[config.mk]
export PLATFORM = sky130hd
export DESIGN_NAME = fbm_div
export DESIGN_NICKNAME = d
export VERILOG_FILES = /design/src/design/fbm_pkg.sv /design/src/design/fbm_div.sv
export SDC_FILE = /design/constraint.sdc
export NUM_CORES = 2
export LEC_CHECK = 0
export BUFFER_PORTS_ARGS = -buffer_cell sky130_fd_sc_hd__buf_2
export CAP_MARGIN = 10
export CORE_ASPECT_RATIO = 1.5
export CORE_MARGIN = 3
export CORE_UTILIZATION = 37
export CTS_CLUSTER_DIAMETER = 60
export DETAILED_ROUTE_END_ITERATION = 16
export GPL_TIMING_DRIVEN = 0
export MAX_ROUTING_LAYER = met4
export PLACE_DENSITY = 0.5
export SLEW_MARGIN = 15
export SYNTH_ARGS = -nofsm -noshare
export SYNTH_HDL_FRONTEND = slang
export SYNTH_SLANG_ARGS = --single-unit
export TNS_END_PERCENT = 50
[constraint.sdc]
create_clock -name clk -period 4.3 [get_ports clk]
set_input_delay 0.215 -clock clk [delete_from_list [all_inputs] [get_ports clk]]
set_output_delay 0.215 -clock clk [all_outputs]
set_load 0.005 [all_outputs]
[src/design/fbm_pkg.sv]
`timescale 1ns / 1ps
// Shared types, constants and widths for the fractal value noise core.
// No dependencies; imported by every module of the block.
package fbm_pkg;

    // Default octave depth of the cell chain
    localparam int MAX_OCTAVES_DEF = 8;

    // Accumulator widths, sized for up to 16 octaves
    localparam int SUM_W  = 45;
    localparam int NORM_W = 21;

    // Divider widths: dividend is sum << 16, divisor is norm * 0xFFFFFF
    localparam int DIVD_W = SUM_W + 16;
    localparam int DVS_W  = NORM_W + 24;
    localparam int Q_W    = 17;

    // Hash constants
    localparam logic [63:0] GOLDEN_INC = 64'h9E3779B97F4A7C15;
    localparam logic [63:0] MIX_MUL_A  = 64'hBF58476D1CE4E5B9;
    localparam logic [63:0] MIX_MUL_B  = 64'h94D049BB133111EB;
    localparam logic [63:0] CELL_MUL_X = 64'hD2B74407B1CE6E93;
    localparam logic [63:0] CELL_MUL_Y = 64'h94A7C9870984AD17;

    // Fixed-point constants
    localparam logic [15:0] FREQ_ONE  = 16'd256;
    localparam logic [15:0] FREQ_MAX  = 16'hFFFF;
    localparam logic [16:0] AMP_ONE   = 17'd65536;
    localparam logic [16:0] AMP_MAX   = 17'h1FFFF;
    localparam logic [16:0] ONE_Q16   = 17'd65536;
    localparam logic [17:0] SMOOTH_3  = 18'd196608;
    localparam logic [15:0] NOISE_MAX = 16'hFFFF;

    // Configuration register indexes
    localparam int          CFG_IDX_W     = 2;
    localparam logic [1:0]  CFG_SEED      = 2'd0;
    localparam logic [1:0]  CFG_OCTAVES   = 2'd1;
    localparam logic [1:0]  CFG_LACUNARITY = 2'd2;
    localparam logic [1:0]  CFG_GAIN      = 2'd3;

    // Reset values of the configuration registers
    localparam logic [3:0]  OCTAVES_RST = 4'd4;
    localparam logic [15:0] LAC_RST     = 16'd512;
    localparam logic [16:0] GAIN_RST    = 17'd32768;

    // Configuration seen by every cell
    typedef struct packed {
        logic [63:0] seed;
        logic [15:0] lac;
        logic [16:0] gain;
    } fbm_cfg_t;

    // Item handed from cell to cell
    typedef struct packed {
        logic              valid;
        logic [31:0]       cx;
        logic [31:0]       cy;
        logic [15:0]       freq;
        logic [16:0]       amp;
        logic [SUM_W-1:0]  sum;
        logic [NORM_W-1:0] norm;
    } fbm_bus_t;

endpackage

[src/design/fbm_div.sv]
`timescale 1ns / 1ps
// Pipelined restoring divider: (sum << 16) / (norm * 0xFFFFFF), saturated.
// One quotient bit per stage. Depends on fbm_pkg.
module fbm_div
    import fbm_pkg::*;
(
    input  logic              clk,
    input  logic              rst_n,
    input  logic              en,
    input  logic              in_valid,
    input  logic [SUM_W-1:0]  sum,
    input  logic [NORM_W-1:0] norm,
    output logic              out_valid,
    output logic [15:0]       value
);

    logic              p_valid_reg;
    logic [DIVD_W-1:0] p_rem_reg;
    logic [DVS_W-1:0]  p_dvs_reg;
    logic              p_zero_reg;

    logic              st_valid_reg [Q_W];
    logic [DIVD_W-1:0] st_rem_reg   [Q_W];
    logic [DVS_W-1:0]  st_dvs_reg   [Q_W];
    logic [Q_W-1:0]    st_q_reg     [Q_W];
    logic              st_zero_reg  [Q_W];

    // Prep stage: divisor is norm * 0xFFFFFF as a shift and subtract
    always_ff @(posedge clk or negedge rst_n)
    begin
        if (!rst_n)
        begin
            p_valid_reg <= 1'b0;
        end
        else if (en)
        begin
            p_valid_reg <= in_valid;
        end
    end

    always_ff @(posedge clk)
    begin
        if (en)
        begin
            p_rem_reg  <= {sum, 16'd0};
            p_dvs_reg  <= (DVS_W'(norm) << 24) - DVS_W'(norm);
            p_zero_reg <= (norm == '0);
        end
    end

    // Quotient stages, most significant bit first
    for (genvar g = 0; g < Q_W; g++)
    begin : g_stage
        localparam int SH = Q_W - 1 - g;

        logic              src_valid;
        logic [DIVD_W-1:0] src_rem;
        logic [DVS_W-1:0]  src_dvs;
        logic [Q_W-1:0]    src_q;
        logic              src_zero;
        logic [DIVD_W-1:0] dvs_sh;

        if (g == 0)
        begin : g_first
            assign src_valid = p_valid_reg;
            assign src_rem   = p_rem_reg;
            assign src_dvs   = p_dvs_reg;
            assign src_q     = '0;
            assign src_zero  = p_zero_reg;
        end
        else
        begin : g_rest
            assign src_valid = st_valid_reg[g-1];
            assign src_rem   = st_rem_reg[g-1];
            assign src_dvs   = st_dvs_reg[g-1];
            assign src_q     = st_q_reg[g-1];
            assign src_zero  = st_zero_reg[g-1];
        end

        assign dvs_sh = DIVD_W'(src_dvs) << SH;

        always_ff @(posedge clk or negedge rst_n)
        begin
            if (!rst_n)
            begin
                st_valid_reg[g] <= 1'b0;
            end
            else if (en)
            begin
                st_valid_reg[g] <= src_valid;
            end
        end

        always_ff @(posedge clk)
        begin
            if (en)
            begin
                st_dvs_reg[g]  <= src_dvs;
                st_zero_reg[g] <= src_zero;
                if (src_rem >= dvs_sh)
                begin
                    st_rem_reg[g] <= src_rem - dvs_sh;
                    st_q_reg[g]   <= src_q | (Q_W'(1) << SH);
                end
                else
                begin
                    st_rem_reg[g] <= src_rem;
                    st_q_reg[g]   <= src_q;
                end
            end
        end
    end

    // Saturate; an empty amplitude sum yields zero
    assign out_valid = st_valid_reg[Q_W-1];
    assign value = st_zero_reg[Q_W-1] ? 16'd0 :
                   (st_q_reg[Q_W-1][Q_W-1] ? NOISE_MAX : st_q_reg[Q_W-1][15:0]);

endmodule

# Yosys cells after proc, flatten, opt, wreduce, memory -nomap -nowiden
# Memories as Yosys holds them, arrays and structs flattened.
# Cells that the tools add are included.
[op_classes]
add_sub_neg = 18
mul = 0
shifts = 0
div_mod_pow = 0
n_reduce_logical = 1
muxes = 140
magnitude_cmp = 17
n_eq_ne = 0
bitwise = 34
[op_table]
columns = ["op", "count"]
rows = [
  ["61-bit 2-to-1 mux", 17],
  ["17-bit 2-to-1 mux", 17],
  ["1-bit 2-to-1 mux", 104],
  ["61-bit by 45-bit >= comparator with 1-bit output", 1],
  ["61-bit by 46-bit >= comparator with 1-bit output", 1],
  ["61-bit by 47-bit >= comparator with 1-bit output", 1],
  ["61-bit by 48-bit >= comparator with 1-bit output", 1],
  ["61-bit by 49-bit >= comparator with 1-bit output", 1],
  ["61-bit by 50-bit >= comparator with 1-bit output", 1],
  ["61-bit by 51-bit >= comparator with 1-bit output", 1],
  ["61-bit by 52-bit >= comparator with 1-bit output", 1],
  ["61-bit by 53-bit >= comparator with 1-bit output", 1],
  ["61-bit by 54-bit >= comparator with 1-bit output", 1],
  ["61-bit by 55-bit >= comparator with 1-bit output", 1],
  ["61-bit by 56-bit >= comparator with 1-bit output", 1],
  ["61-bit by 57-bit >= comparator with 1-bit output", 1],
  ["61-bit by 58-bit >= comparator with 1-bit output", 1],
  ["61-bit by 59-bit >= comparator with 1-bit output", 1],
  ["61-bit by 60-bit >= comparator with 1-bit output", 1],
  ["61-bit >= comparator", 1],
  ["61-bit by 45-bit subtractor with 61-bit output", 1],
  ["61-bit by 46-bit subtractor with 61-bit output", 1],
  ["61-bit by 47-bit subtractor with 61-bit output", 1],
  ["61-bit by 48-bit subtractor with 61-bit output", 1],
  ["17 further kinds", 51],
]
[word_totals]
register_bits = 109
rom_bits = 0
in_bits = 70
elab_cells = 235
output_inout_bits = 17
latchBits = 0
ramBits = 2108
memories = 4
[memory_table]
columns = ["name", "words", "width", "rd", "rd_clocked_by_memory_dff", "wr", "line", "rtl"]
rows = [
  ["st_rem_reg", 17, 61, 16, 0, 17, "fbm_div.sv:23", "logic [DIVD_W-1:0] st_rem_reg [Q_W];"],
  ["st_dvs_reg", 17, 45, 16, 0, 17, "fbm_div.sv:24", "logic [DVS_W-1:0] st_dvs_reg [Q_W];"],
  ["st_q_reg", 17, 17, 17, 0, 17, "fbm_div.sv:25", "logic [Q_W-1:0] st_q_reg [Q_W];"],
  ["st_zero_reg", 17, 1, 17, 0, 17, "fbm_div.sv:26", "logic st_zero_reg [Q_W];"],
]

# Logic depth before layout (Yosys ltp)
# An unclocked memory read counts as a cell.
[logic_depth]
ltp_word = 6
depth_mapped = 17
ltp_nobuf = 14

# Worst setup path before layout
# OpenSTA, ideal clock, no wires.
[synth_timing]
path_kind = "register -> register"
startpoint = "memory st_rem_reg[10][6] (netlist bit)"
endpoint = "memory st_rem_reg[11][37] (netlist bit) (data pin)"
setup_ns = 0.260
period_less_slack_ns = 3.750
path_buffers = 2
required_time_ns = 4.040
path_slack_ns = 0.550
stages_incl_launch_ff = 14
t_arrival_ns = 3.490
path_cell_list = "edfxtp_1 fa_1 a211oi_1 o21bai_1 a21oi_2 o311ai_1 or2_1 a41oi_2 o211ai_1 a221oi_2 o311a_1 buf_4 buf_4 mux2_2"
[synth_rtl]
columns = ["element", "line"]
rows = [
  ["start: declaration", "fbm_div.sv:23"],
]

==> metrics.md <==
| Metric | Value |
|---|---|
| EDFF count, synth | `1,821` |
| Area Growth Syn to Fin | `17.5%` |
| Max reg flops | `840` |
| Drt drc | `0` |
| Synthesis-stage register bit count | `1,839` |
| Syn avg cell area | `between 10 and 15 um2` |
| Initial DRC Count | `4,426` |
| Delay-heaviest family, CP | `compound AO/OA/AOI/OAI gates` |
| Status | `finished, violations left` |
| FF-to-FF path depth | `13` |
| Worst-path cell chain | `inv_1, ha_1, nor2b_1, o31a_1, o21ai_0, a21oi_2, o211a_1, a41oi_2, o21ai_4, nand3_1, o21ai_0, xnor2_1, o21ai_0` |
| Post-synthesis mux area share | `about 1.3%` |
| Final Max Tran Viols | `0` |
| Routed WL | `480,000 um` |
| End of the worst register-to-register path | `st_rem_reg[8][51]$_DFFE_PP_` |
| Distinct cells, synth | `between 100 and 150` |
| Die Height | `676 um` |
| Row cnt | `245` |
| Core region area | `297,000 um2` |
| WS Path Type | `reg2reg` |
| Required time worst endpoint | `4.94 ns` |
| Simple-Gate Fraction of Synth Area | `12.1%` |
| Final worst slack | `-0.0528 ns` |
| Least-Margin Pin Slew | `1.14 ns` |
| Fmax achieved | `0.230 GHz` |
| DR vias | `85,800` |
| Post-synthesis sequential area ratio | `49.7%` |
| # nets final | `between 10,000 and 15,000` |
| Root Buffer | `clkbuf_16` |
| Final Power | `97.0 mW` |
| Cell Pwr Density | `between 700 and 800 nW/um2` |
| Slew HR | `23.6%` |
| Fin. Hold Viols | `2` |
| Worst clock skew | `just under 0.05 ns` |
| CP Max Fanout | `5` |
| Setup crit end kind | `flop` |
| Maxcap violations | `0` |
| R2R Setup Slk | `-0.05 ns` |
| Clock transition at path regs | `0.06 ns` |
| # clock sinks | `1,839` |
| Fin Hold WS | `-0.0179 ns` |
| Global Route Usage Sum | `31.7%` |
| Synth warn | `0` |
| Avg WL per Cell | `30.8 um` |
| Maximum vdd drop | `0.435 mV` |
| Vias in the first global route | `92,300` |
| Largest net degree at the start of global routing | `121` |
| Core Util, Final | `a little over two fifths` |
| Final period util | `101%` |
| DP HPWL | `392,000 um` |
| Largest family of logic cells by synthesized area | `compound AO/OA/AOI/OAI gates` |
| Antenna violations before repair | `26` |
| CP max stage delay | `roughly 0.5 ns` |
| Crit path time final | `4.35 ns` |
| Die Wd | `453 um` |
| Crit path DAT | `4.99 ns` |
| Worst hold path endpoint | `st_dvs_reg[0][40]$_DFFE_PP_` |
| R2r startpoint | `st_dvs_reg[0][316]$_DFFE_PP_` |
| Syn Inst Count | `10,800` |
| Ys async rst share | `0.979%` |
| Cell area after synthesis | `111,000 um2` |
| Cell mode on critical path | `o21ai_0` |
| Failing checks | `negative hold slack, negative setup slack` |
| Clock buffer depth | `4` |
| Grt ovf | `0` |
| IO Count | `87` |
| Global-route wire length before repair | `660,000 um` |
| Die area | `between 300,000 and 400,000 um2` |
| Syn nets | `11,700` |
| Critical-path top delay cell | `o21ai_0` |
| Critical Path Source | `st_dvs_reg[0][316]$_DFFE_PP_` |
| Worst path buffer plus inverter count | `1` |
| Vias per inst | `5.51` |
| H-tree lvl count | `4` |
| Worst Hold Class | `in2reg` |
| Adder-cell area share of the yosys netlist | `8.93%` |
| CTS buffer count | `212` |
| RD Place Congestion | `1.17` |
| First-pass DRT Iterations | `6` |
| Cell Count, Final, Fillers Out | `about 16,000` |
| Synth Area in Compound Gates | `~17%` |
| Hold path start | `en` |
| Layout cells sized above 1 | `11.8%` |
| # placed instances | `~15,000` |
| RSZ-0062 raised after global routing | `true` |
| Setup crit start kind | `flop` |
| Post-synthesis xor/xnor area fraction | `6.09%` |
| Final ANT Viol Nets | `0` |
| Worst-skew pair later-pin latency | `0.93 ns` |
| Port Buffers | `85` |
| Top_reg_cell synth | `edfxtp_1` |
| Initial core utilization | `37.3%` |
| CTS tree | `done` |
| Pleak | `51.3 nW` |
| Fillers | `28,200` |
| Endpoints failing setup | `10` |
| Worst Hold Path Cells | `2` |
[kinds of logic (layout without fill, tap and decap cells)]
kind of cell    after synthesis  count (layout)
other cells                   0              35
simple gates               2862            2862
mux                         133             133
buf+inv                    1357            2130
xor+xnor                    770             770
flops                      1839            1839
compound gates             3075            3075
fa+ha+maj                   781             781
[metrics by stage]
| stage | setup WS [ns] | setup TNS [ns] | cell area, um2 |
|---|---|---|---|
| floorplan | 0.550 | 0 | 111000 |
| global placement | -19.92 | - | 116000 |
| detailed placement | -2.48 | -1827.91 | 117000 |
| CTS | -0.0809 | -0.198 | 129000 |
| global route | -0.0281 | -0.242 | 130000 |
| finish | -0.0528 | -0.238 | 130000 |
[synth_stat cells, types with 30 or more instances]
cell type	number	share of area (%)
a31oi_1	93	0.52
buf_2	42	0.19
o21a_1	89	0.60
a211oi_1	67	0.45
inv_1	946	3.2
nor4_1	70	0.40
a21o_1	445	3.0
mux2_2	126	1.3
xor2_1	328	2.6
nor2b_1	108	0.61
nor2_1	749	2.5
clkbuf_1	345	1.2
o211ai_1	46	0.31
nand4_1	198	1.1
nand2_1	987	3.3
a21oi_1	977	4.4
nand2b_1	105	0.59
ha_1	765	8.6
and2_1	53	0.30
xnor2_1	442	3.5
edfxtp_1	1821	49
o21bai_1	132	0.89
nor3_1	121	0.55
or3_1	45	0.25
and3_1	87	0.49
nand3_1	186	0.84
o31ai_1	64	0.43
o31a_1	30	0.24
o21ai_0	837	3.8
[area by class of cell]
type | count | area, um2 | share of cell area [%]
clock buffer | 254 | 5510 | 4.23
inverter | 949 | 3580 | 2.75
multi-input combinational | 7621 | 53200 | 40.9
tap | 3952 | 4940 | 3.80
timing repair buffer | 425 | 4300 | 3.30
sequential | 1839 | 55100 | 42.4
clock inverter | 129 | 1200 | 0.924
antenna | 35 | 87.6 | 0.0673
buffer | 373 | 2200 | 1.69
[metal layers]
metal,wire length [um],global-route usage (%),vias to the layer above
li1,-,-,40600
met1,110000,18.7,41100
met2,281000,64.0,2408
met3,13100,4.00,1769
met4,76500,39.2,0
met5,0,-,-
[power breakdown]
| group | switching, mW | internal, mW |
|---|---|---|
| combinational | 31.4 | 17.4 |
| clock | 7.84 | 10.2 |
| sequential | 3.77 | 26.4 |
| total | 43.0 | 54.0 |
[worst max path at each step]
stage,endpoint,slack (ns),depth (start not counted)
CTS,st_rem_reg[13][56]$_DFFE_PP_,-0.08,12
detailed placement,st_rem_reg[5][52]$_DFFE_PP_,-2.48,12
global route,st_rem_reg[5][24]$_DFFE_PP_,-0.03,16
finish,st_rem_reg[8][51]$_DFFE_PP_,-0.05,13
floorplan,st_rem_reg[11][37]$_DFFE_PP_,0.55,13
global placement,st_rem_reg[15][15]$_DFFE_PP_,-19.92,4
[cells in the final DEF, fill, tap and decap left out, drive strengths merged, types with 25 or more instances in the layout]
master and n:
a211oi 69, a21o 445, a21oi 980, a31oi 93, and2 54, and3 88, and4 25, buf 377
clkbuf 563, clkinv 87, diode 35, dlygate4sd3 109, edfxtp 1821, ha 765, inv 966, mux2 129
nand2 987, nand2b 105, nand3 187, nand4 198, nor2 749, nor2b 108, nor3 121, nor4 71
o211ai 46, o21a 89, o21ai 858, o21bai 132, o31a 30, o31ai 64, or2 29, or3 45
or4 25, xnor2 442, xor2 328
[timing repair]
| item | 4_1_cts | 5_1_grt |
|---|---|---|
| gates resized for setup | 619 | 183 |
| hold endpoints to repair | 183 | 0 |
| endpoints found under the setup margin | 1096 | 540 |
| hold buffers | 116 | 0 |
| pin swaps | 76 | 54 |
| setup buffers | 110 | 50 |
| cloned | 4 | 1 |
Note: power is estimated with default switching activity, not from simulation.
